===== src/rtl/randomized_prim_maze_generator_unit_assert.svh =====
// Assertion macros used by the maze generator datapath.
`ifndef RANDOMIZED_PRIM_MAZE_GENERATOR_UNIT_ASSERT_SVH
`define RANDOMIZED_PRIM_MAZE_GENERATOR_UNIT_ASSERT_SVH

// Same-cycle implication, checked out of reset.
`define RPMG_ASSERT_IMP(lbl, ante, cons) \
  lbl: assert property (@(posedge clk) disable iff (!rst_n) (ante) |-> (cons)) \
    else $error("assertion failed");

// Next-cycle implication, checked out of reset.
`define RPMG_ASSERT_NXT(lbl, ante, cons) \
  lbl: assert property (@(posedge clk) disable iff (!rst_n) (ante) |=> (cons)) \
    else $error("assertion failed");

`endif


===== src/rtl/rpmg_pkg.sv =====
// Package with types, constants and codes of the maze generator.
`timescale 1ns / 1ps
package rpmg_pkg;
  localparam int COL_W      = 7;
  localparam int ROW_W      = 7;
  localparam int CELL_AW    = COL_W + ROW_W;
  localparam int DIM_W      = 8;
  localparam int RND_W      = 31;
  localparam int LIST_DEPTH = 65536;
  localparam int LIST_AW    = 16;
  localparam int CNT_W      = 17;
  localparam int DIV_IT_W   = 5;
  localparam int CFG_IDX_W  = 1;

  localparam logic [DIM_W-1:0] MAX_COLS   = 8'd128;
  localparam logic [DIM_W-1:0] MAX_ROWS   = 8'd128;
  localparam logic [DIM_W-1:0] MIN_DIM    = 8'd5;
  localparam logic [DIM_W-1:0] RST_COLS   = 8'd80;
  localparam logic [DIM_W-1:0] RST_ROWS   = 8'd45;

  localparam logic [CFG_IDX_W-1:0] CFG_COLS = 1'd0;
  localparam logic [CFG_IDX_W-1:0] CFG_ROWS = 1'd1;

  localparam logic [1:0] K_WALL  = 2'd0;
  localparam logic [1:0] K_PASS  = 2'd1;
  localparam logic [1:0] K_START = 2'd2;
  localparam logic [1:0] K_GOAL  = 2'd3;

  localparam logic [1:0] F_START = 2'd0;
  localparam logic [1:0] F_STEP  = 2'd1;
  localparam logic [1:0] F_READ  = 2'd2;

  localparam logic [2:0] ST_STARTED  = 3'd0;
  localparam logic [2:0] ST_STEPPED  = 3'd1;
  localparam logic [2:0] ST_FINISHED = 3'd2;
  localparam logic [2:0] ST_IGNORED  = 3'd3;
  localparam logic [2:0] ST_READ     = 3'd4;

  localparam logic [1:0] PH_IDLE = 2'd0;
  localparam logic [1:0] PH_GEN  = 2'd1;
  localparam logic [1:0] PH_DONE = 2'd2;

  typedef struct packed {
    logic [1:0]       func;
    logic [RND_W-1:0] random_word;
    logic [COL_W-1:0] read_col;
    logic [ROW_W-1:0] read_row;
  } in_req_t;

  typedef struct packed {
    logic [2:0]       status;
    logic [COL_W-1:0] pick_col;
    logic [ROW_W-1:0] pick_row;
    logic             opened;
    logic [CNT_W-1:0] pending_count;
    logic [1:0]       cell_kind;
    logic             finished;
  } out_rsp_t;

  typedef enum logic [4:0] {
    OP_NONE, OP_LATCH, OP_CLR, OP_START_INIT, OP_SEED, OP_DIV_INIT, OP_DIV_STEP,
    OP_LIST_RD, OP_PICK, OP_SH_RD, OP_SH_WR, OP_NB_RD, OP_NB_CAP, OP_OPEN, OP_PUSH,
    OP_FIN_S, OP_FIN_G, OP_FIN_RL, OP_FIN_CL, OP_FIN_RU, OP_FIN_CU, OP_FIN_OPEN,
    OP_CELL_RD, OP_CELL_CAP, OP_OUT
  } dp_op_t;

  typedef struct packed {
    dp_op_t     op;
    logic [2:0] stat;
  } dp_cmd_t;

  typedef struct packed {
    logic [1:0] func;
    logic       clr_last;
    logic       div_last;
    logic       sh_more;
    logic       nb_last;
    logic       open_ok;
    logic       count_zero;
    logic       step_ok;
    logic       out_free;
  } dp_sts_t;
endpackage


===== src/rtl/rpmg_controller.sv =====
// Controller state machine that sequences the maze generator datapath.
`timescale 1ns / 1ps
module rpmg_controller (
  input  logic              clk,
  input  logic              rst_n,
  input  logic              in_valid,
  output logic              in_ready,
  input  rpmg_pkg::dp_sts_t sts,
  output rpmg_pkg::dp_cmd_t cmd
);
  typedef enum logic [4:0] {
    S_RCLR, S_IDLE, S_DECODE, S_CLR, S_INIT, S_SEED, S_DIV_INIT, S_DIV, S_LRD, S_PICK,
    S_SH_CHK, S_SH_RD, S_SH_WR, S_NB_RD, S_NB_CAP, S_NB_DEC, S_OPEN, S_PUSH, S_STEP_END,
    S_FS, S_FG, S_FRL, S_FCL, S_FRU, S_FCU, S_FOPEN, S_CELL_RD, S_CELL_CAP, S_OUT
  } state_t;

  state_t     state_r;
  logic [2:0] stat_r;
  rpmg_pkg::dp_op_t op;

  always_comb begin
    unique case (state_r)
      S_RCLR, S_CLR: op = rpmg_pkg::OP_CLR;
      S_IDLE:        op = in_valid ? rpmg_pkg::OP_LATCH : rpmg_pkg::OP_NONE;
      S_INIT:        op = rpmg_pkg::OP_START_INIT;
      S_SEED:        op = rpmg_pkg::OP_SEED;
      S_DIV_INIT:    op = rpmg_pkg::OP_DIV_INIT;
      S_DIV:         op = rpmg_pkg::OP_DIV_STEP;
      S_LRD:         op = rpmg_pkg::OP_LIST_RD;
      S_PICK:        op = rpmg_pkg::OP_PICK;
      S_SH_RD:       op = rpmg_pkg::OP_SH_RD;
      S_SH_WR:       op = rpmg_pkg::OP_SH_WR;
      S_NB_RD:       op = rpmg_pkg::OP_NB_RD;
      S_NB_CAP:      op = rpmg_pkg::OP_NB_CAP;
      S_OPEN:        op = rpmg_pkg::OP_OPEN;
      S_PUSH:        op = rpmg_pkg::OP_PUSH;
      S_FS:          op = rpmg_pkg::OP_FIN_S;
      S_FG:          op = rpmg_pkg::OP_FIN_G;
      S_FRL:         op = rpmg_pkg::OP_FIN_RL;
      S_FCL:         op = rpmg_pkg::OP_FIN_CL;
      S_FRU:         op = rpmg_pkg::OP_FIN_RU;
      S_FCU:         op = rpmg_pkg::OP_FIN_CU;
      S_FOPEN:       op = rpmg_pkg::OP_FIN_OPEN;
      S_CELL_RD:     op = rpmg_pkg::OP_CELL_RD;
      S_CELL_CAP:    op = rpmg_pkg::OP_CELL_CAP;
      S_OUT:         op = sts.out_free ? rpmg_pkg::OP_OUT : rpmg_pkg::OP_NONE;
      default:       op = rpmg_pkg::OP_NONE;
    endcase
  end

  assign cmd.op   = op;
  assign cmd.stat = stat_r;
  assign in_ready = state_r == S_IDLE;

  always_ff @(posedge clk) begin
    if (!rst_n) begin
      state_r <= S_RCLR;
      stat_r  <= rpmg_pkg::ST_IGNORED;
    end else begin
      unique case (state_r)
        S_RCLR:     if (sts.clr_last) state_r <= S_IDLE;
        S_IDLE:     if (in_valid) state_r <= S_DECODE;
        S_DECODE: begin
          priority if (sts.func == rpmg_pkg::F_START) begin
            state_r <= S_CLR;
          end else if (sts.func == rpmg_pkg::F_STEP && sts.step_ok) begin
            state_r <= S_DIV_INIT;
          end else if (sts.func == rpmg_pkg::F_READ) begin
            state_r <= S_CELL_RD;
          end else begin
            stat_r <= rpmg_pkg::ST_IGNORED; state_r <= S_OUT;
          end
        end
        S_CLR:      if (sts.clr_last) state_r <= S_INIT;
        S_INIT:     state_r <= S_SEED;
        S_SEED: begin
          stat_r <= rpmg_pkg::ST_STARTED; state_r <= S_OUT;
        end
        S_DIV_INIT: state_r <= S_DIV;
        S_DIV:      if (sts.div_last) state_r <= S_LRD;
        S_LRD:      state_r <= S_PICK;
        S_PICK:     state_r <= S_SH_CHK;
        S_SH_CHK:   state_r <= sts.sh_more ? S_SH_RD : S_NB_RD;
        S_SH_RD:    state_r <= S_SH_WR;
        S_SH_WR:    state_r <= S_SH_CHK;
        S_NB_RD:    state_r <= S_NB_CAP;
        S_NB_CAP:   state_r <= sts.nb_last ? S_NB_DEC : S_NB_RD;
        S_NB_DEC:   state_r <= sts.open_ok ? S_OPEN : S_STEP_END;
        S_OPEN:     state_r <= S_PUSH;
        S_PUSH:     if (sts.nb_last) state_r <= S_STEP_END;
        S_STEP_END: begin
          if (sts.count_zero) begin
            state_r <= S_FS;
          end else begin
            stat_r <= rpmg_pkg::ST_STEPPED; state_r <= S_OUT;
          end
        end
        S_FS:       state_r <= S_FG;
        S_FG:       state_r <= S_FRL;
        S_FRL:      state_r <= S_FCL;
        S_FCL:      state_r <= S_FRU;
        S_FRU:      state_r <= S_FCU;
        S_FCU:      state_r <= S_FOPEN;
        S_FOPEN: begin
          stat_r <= rpmg_pkg::ST_FINISHED; state_r <= S_OUT;
        end
        S_CELL_RD:  state_r <= S_CELL_CAP;
        S_CELL_CAP: begin
          stat_r <= rpmg_pkg::ST_READ; state_r <= S_OUT;
        end
        S_OUT:      if (sts.out_free) state_r <= S_IDLE;
        default:    state_r <= S_IDLE;
      endcase
    end
  end
endmodule


===== config.mk =====
export PLATFORM = sky130hd
export DESIGN_NAME = rpmg_controller
export DESIGN_NICKNAME = d
export VERILOG_FILES = /design/src/rtl/randomized_prim_maze_generator_unit_assert.svh /design/src/rtl/rpmg_pkg.sv /design/src/rtl/rpmg_controller.sv
export SDC_FILE = /design/constraint.sdc
export NUM_CORES = 1
export LEC_CHECK = 0
export CORE_UTILIZATION = 52
export DETAILED_ROUTE_END_ITERATION = 8
export DONT_BUFFER_PORTS = 1
export PLACE_DENSITY = 0.64
export SKIP_LAST_GASP = 1
export SLEW_MARGIN = 20
export SYNTH_ARGS = -nofsm -noshare
export SYNTH_HDL_FRONTEND = slang
export SYNTH_SLANG_ARGS = --single-unit

===== constraint.sdc =====
create_clock -name clk -period 2.3 [get_ports clk]
set_input_delay 0.46 -clock clk [delete_from_list [all_inputs] [get_ports clk]]
set_output_delay 0.46 -clock clk [all_outputs]
set_load 0.1 [all_outputs]

==> summary.txt <==
Power and ir drop
  • Clk pwr share: 13.7%
  • VDD IR-drop max: 0.484 mV
  • Seq pwr share: 20.7%
  • Sw Ratio: between 40% and 50%
  • Switching pwr: 0.378 mW
  • Combinational Power Share: 65.6%
  • Pwr/cell area: 592 mW/mm^2
  • PnR Total Power: 0.778 mW
  • Int Power: 0.400 mW
  • Leakage: 0.490 nW

Worst setup path
  • Buf/Inv on CP: 2
  • Critical path launch point type: flop
  • CP Capture Type: output port
  • Setup slack, reg-to-reg: 0.40 ns
  • Max incr delay on CP: 0.42 ns
  • Crit Path Class: reg -> out
  • Cells along the critical path: buf_4 -> nor2b_1 -> o21ai_0 -> a21oi_1 -> or3_1 -> buf_12
  • Top delay family on crit path: simple AND/OR/NAND/NOR gates
  • Worst EP required: 1.84 ns
  • CP max FO: 20
  • Worst path arrival time: between 1.5 and 2 ns
  • Master of the slowest instance on the critical path: or3_1

Logic synthesis
  • Largest family of logic cells by synthesized area: compound AO/OA/AOI/OAI gates
  • Synthesized area: roughly 0.0010 mm^2
  • Syn avg cell area: 6.76 um^2
  • Synth top area share: 15.3%
  • Post-synth net total: 168
  • Post-Synth Adder-Cell Area: 0%
  • Yosys warns: 0
  • Sequential share of the synthesized area: 15.3%
  • Asr flop ratio synth: 0%
  • Synth Area in Compound Gates: 40.2%
  • Post-Synth XOR/XNOR Area: 0.835%
  • Synth area leaders: dfxtp_1 15%, a21oi_1 6.2%, buf_2 5.7%
  • Synth cell types: 48
  • Mux cell area share after synthesis: 1.91%
  • Simple-gate share of the synthesized area: between 30% and 40%
  • Ys flop type: dfxtp_1
  • Mapped Cells: 155
  • EDFF count, synth: 0
  • Number of synthesized register bits: 8
  • Largest area contributor in the netlist: dfxtp_1

Placed design
  • Hpwl dp: around 2.4 mm
  • Placer Congestion: roughly 0.96
  • Inst Count DP: 186
  • Port Buffers: 0

Floorplanning
  • CORE AREA: roughly 0.0018 mm^2
  • I/O pin count: 22
  • Initial Utilization: 58.2%
  • Die W: 46.9 um
  • Die ar.: roughly 0.0022 mm^2
  • Num rows: 15
  • Die Height: 46.9 um

Timing
  • Endpoints failing hold: 0
  • Min Tclk post-route: 2.27 ns
  • Final Max Slew Viols: 0
  • Finish-stage setup viols: 0
  • Setup Skew: about 0.00058 ns
  • Crit share post-route: a little over nine tenths
  • Unrepaired setup endpoints after global routing: true
  • Worst Tran Pin Value: 0.442 ns
  • WHS: around 0.27 ns
  • Worst relative slew slack: 70.4%
  • Max Fclk: 441 MHz

CTS
  • Clock sink total: 8
  • CTS Buffer Depth: 2
  • H-tree depth: 1
  • CTS tree: yes
  • Setup bufs post-CTS: 0
  • Root Driver: clkbuf_4
  • Clock Latency Late Sink: 0.25 ns
  • Clk slew on worst S/H paths: 0.05 ns
  • Resized cells post-CTS: 0
  • Post-CTS Hold Fix Bufs: 0
  • Num CTS Buffers: 3

Finish
  • Syn-to-layout area delta: 25.3%
  • FF+latch area: 160 um^2
  • Layout cells sized above 1: a little over a fifth
  • # fillers: 166
  • Nets: 179
  • Final non-filler cell total: 189
  • # diodes: 0
  • Area of the multi-input gates: ~830 um^2

Outcome
  • Outcome: finished, final reports clean

Flow run
  • Max Cap Viol: 0

Routing
  • Wirelength per Cell: around 17 um
  • DR iter-0 viols: 66
  • Antenna Nets Post-Route: 0
  • DRT Pass-1 Iters: 4
  • Routed vias/inst: 6.64
  • DRC viols: 0
  • Routed WL: 3.17 mm
  • Routed vias: 1255

GRT
  • Initial antenna violation count: 0
  • Grt ovf: 0
  • First-pass GRT wire length: 4.86 mm
  • Vias in the first global route: 1086
  • Total track usage: 31.2%
  • Largest net degree at the start of global routing: 21

Min path
  • Tightest Hold Check Type: in -> reg
## worst paths after layout
kind | depth (start not counted) | start | to
setup / recovery | 6 | state_r[2] | cmd[4]
hold / removal | 1 | rst_n | stat_r[0]
setup reg to reg | 6 | state_r[4] | state_r[0]
hold reg to reg | 2 | stat_r[0] | stat_r[0]
## logic make-up after synthesis
kind of cell              after synthesis
muxes                                   2
AOI/OAI and AO/OA                      60
xor gates and xnor gates                1
and+or+nand+nor                        61
buffers and inverters                  23
DFF                                     8
## Yosys cell counts (3+ instances only)
cell type,instances
nor2_1,15
a21oi_1,13
buf_2,12
nand2_1,10
o21ai_0,10
dfxtp_1,8
nand2b_1,7
a31oi_1,6
inv_1,6
nand3_1,6
nor3_1,6
nor2b_1,4
o22ai_1,4
a32oi_1,3
and3_1,3
## power groups by stage
stage / clock network, mW / logic [mW] / registers [mW]
after CTS: 0.109 / 0.505 / 0.161
after global placement: 0 / 0.503 / 0.162
final: 0.106 / 0.510 / 0.161
after floorplan: 0 / 0.371 / 0.158
after global routing: 0.118 / 0.536 / 0.162
after detailed placement: 0 / 0.504 / 0.163
## worst reg2reg max path, delay by kind of cell, from the launching register on
kind                   cells  cell delay (ns)
DFF                        1             0.51
AOI/OAI and AO/OA          3             0.31
and+or+nand+nor            2             0.66
buffers and inverters      1             0.29
## registers in the layout, summed over array words and instances, names as in the netlist
register,flops
state_r,5
stat_r,3
## area by class of cell
class,count,share of cell area (%)
sequential,8,12.2
timing repair buffer,23,18.9
inverter,6,1.71
clock buffer,3,1.71
multi-input combinational,124,63.1
tap,25,2.38
## layout by cell type (no fill, tap or decap), types with 2 or more instances in the layout
master	Yosys	final
buf_4	1	17
nor2_1	15	15
a21oi_1	13	13
nand2_1	10	10
o21ai_0	10	9
dfxtp_1	8	8
nand2b_1	7	7
inv_1	6	6
nand3_1	6	6
buf_12	0	6
nor3_1	6	5
a31oi_1	6	5
nor2b_1	4	4
o22ai_1	4	4
and3_1	3	3
a32oi_1	3	3
clkbuf_4	0	3
nand3b_1	2	2
o21ai_1	1	2
a22oi_1	2	2
a22o_1	2	2
o211ai_1	2	2
o21bai_1	2	2
mux2i_1	2	2
o211a_1	2	2
a32o_1	2	2
## per-layer routing
layer  share of wire, %  track usage (%)  up-vias
met4                1.3             9.71        0
met5                  0                0        -
li1                   -                -      595
met1                 40             40.6      569
met3                 10             6.54        4
met2                 48             51.4       87
## stage by stage
stage | TNS (ns) | area (um^2) | setup slack (ns) | utilization, %
2_1_floorplan | 0 | 1090 | 0.0579 | -
3_3_place_gp | 0 | 1280 | 0.330 | 71.3
3_5_place_dp | 0 | 1280 | 0.314 | 71.3
4_1_cts | 0 | 1310 | 0.0372 | 72.6
5_1_grt | -0.0510 | 1310 | -0.0398 | 72.9
6_report | 0 | 1310 | 0.0325 | 72.9
No activity file was read; power rests on OpenSTA's default activity.
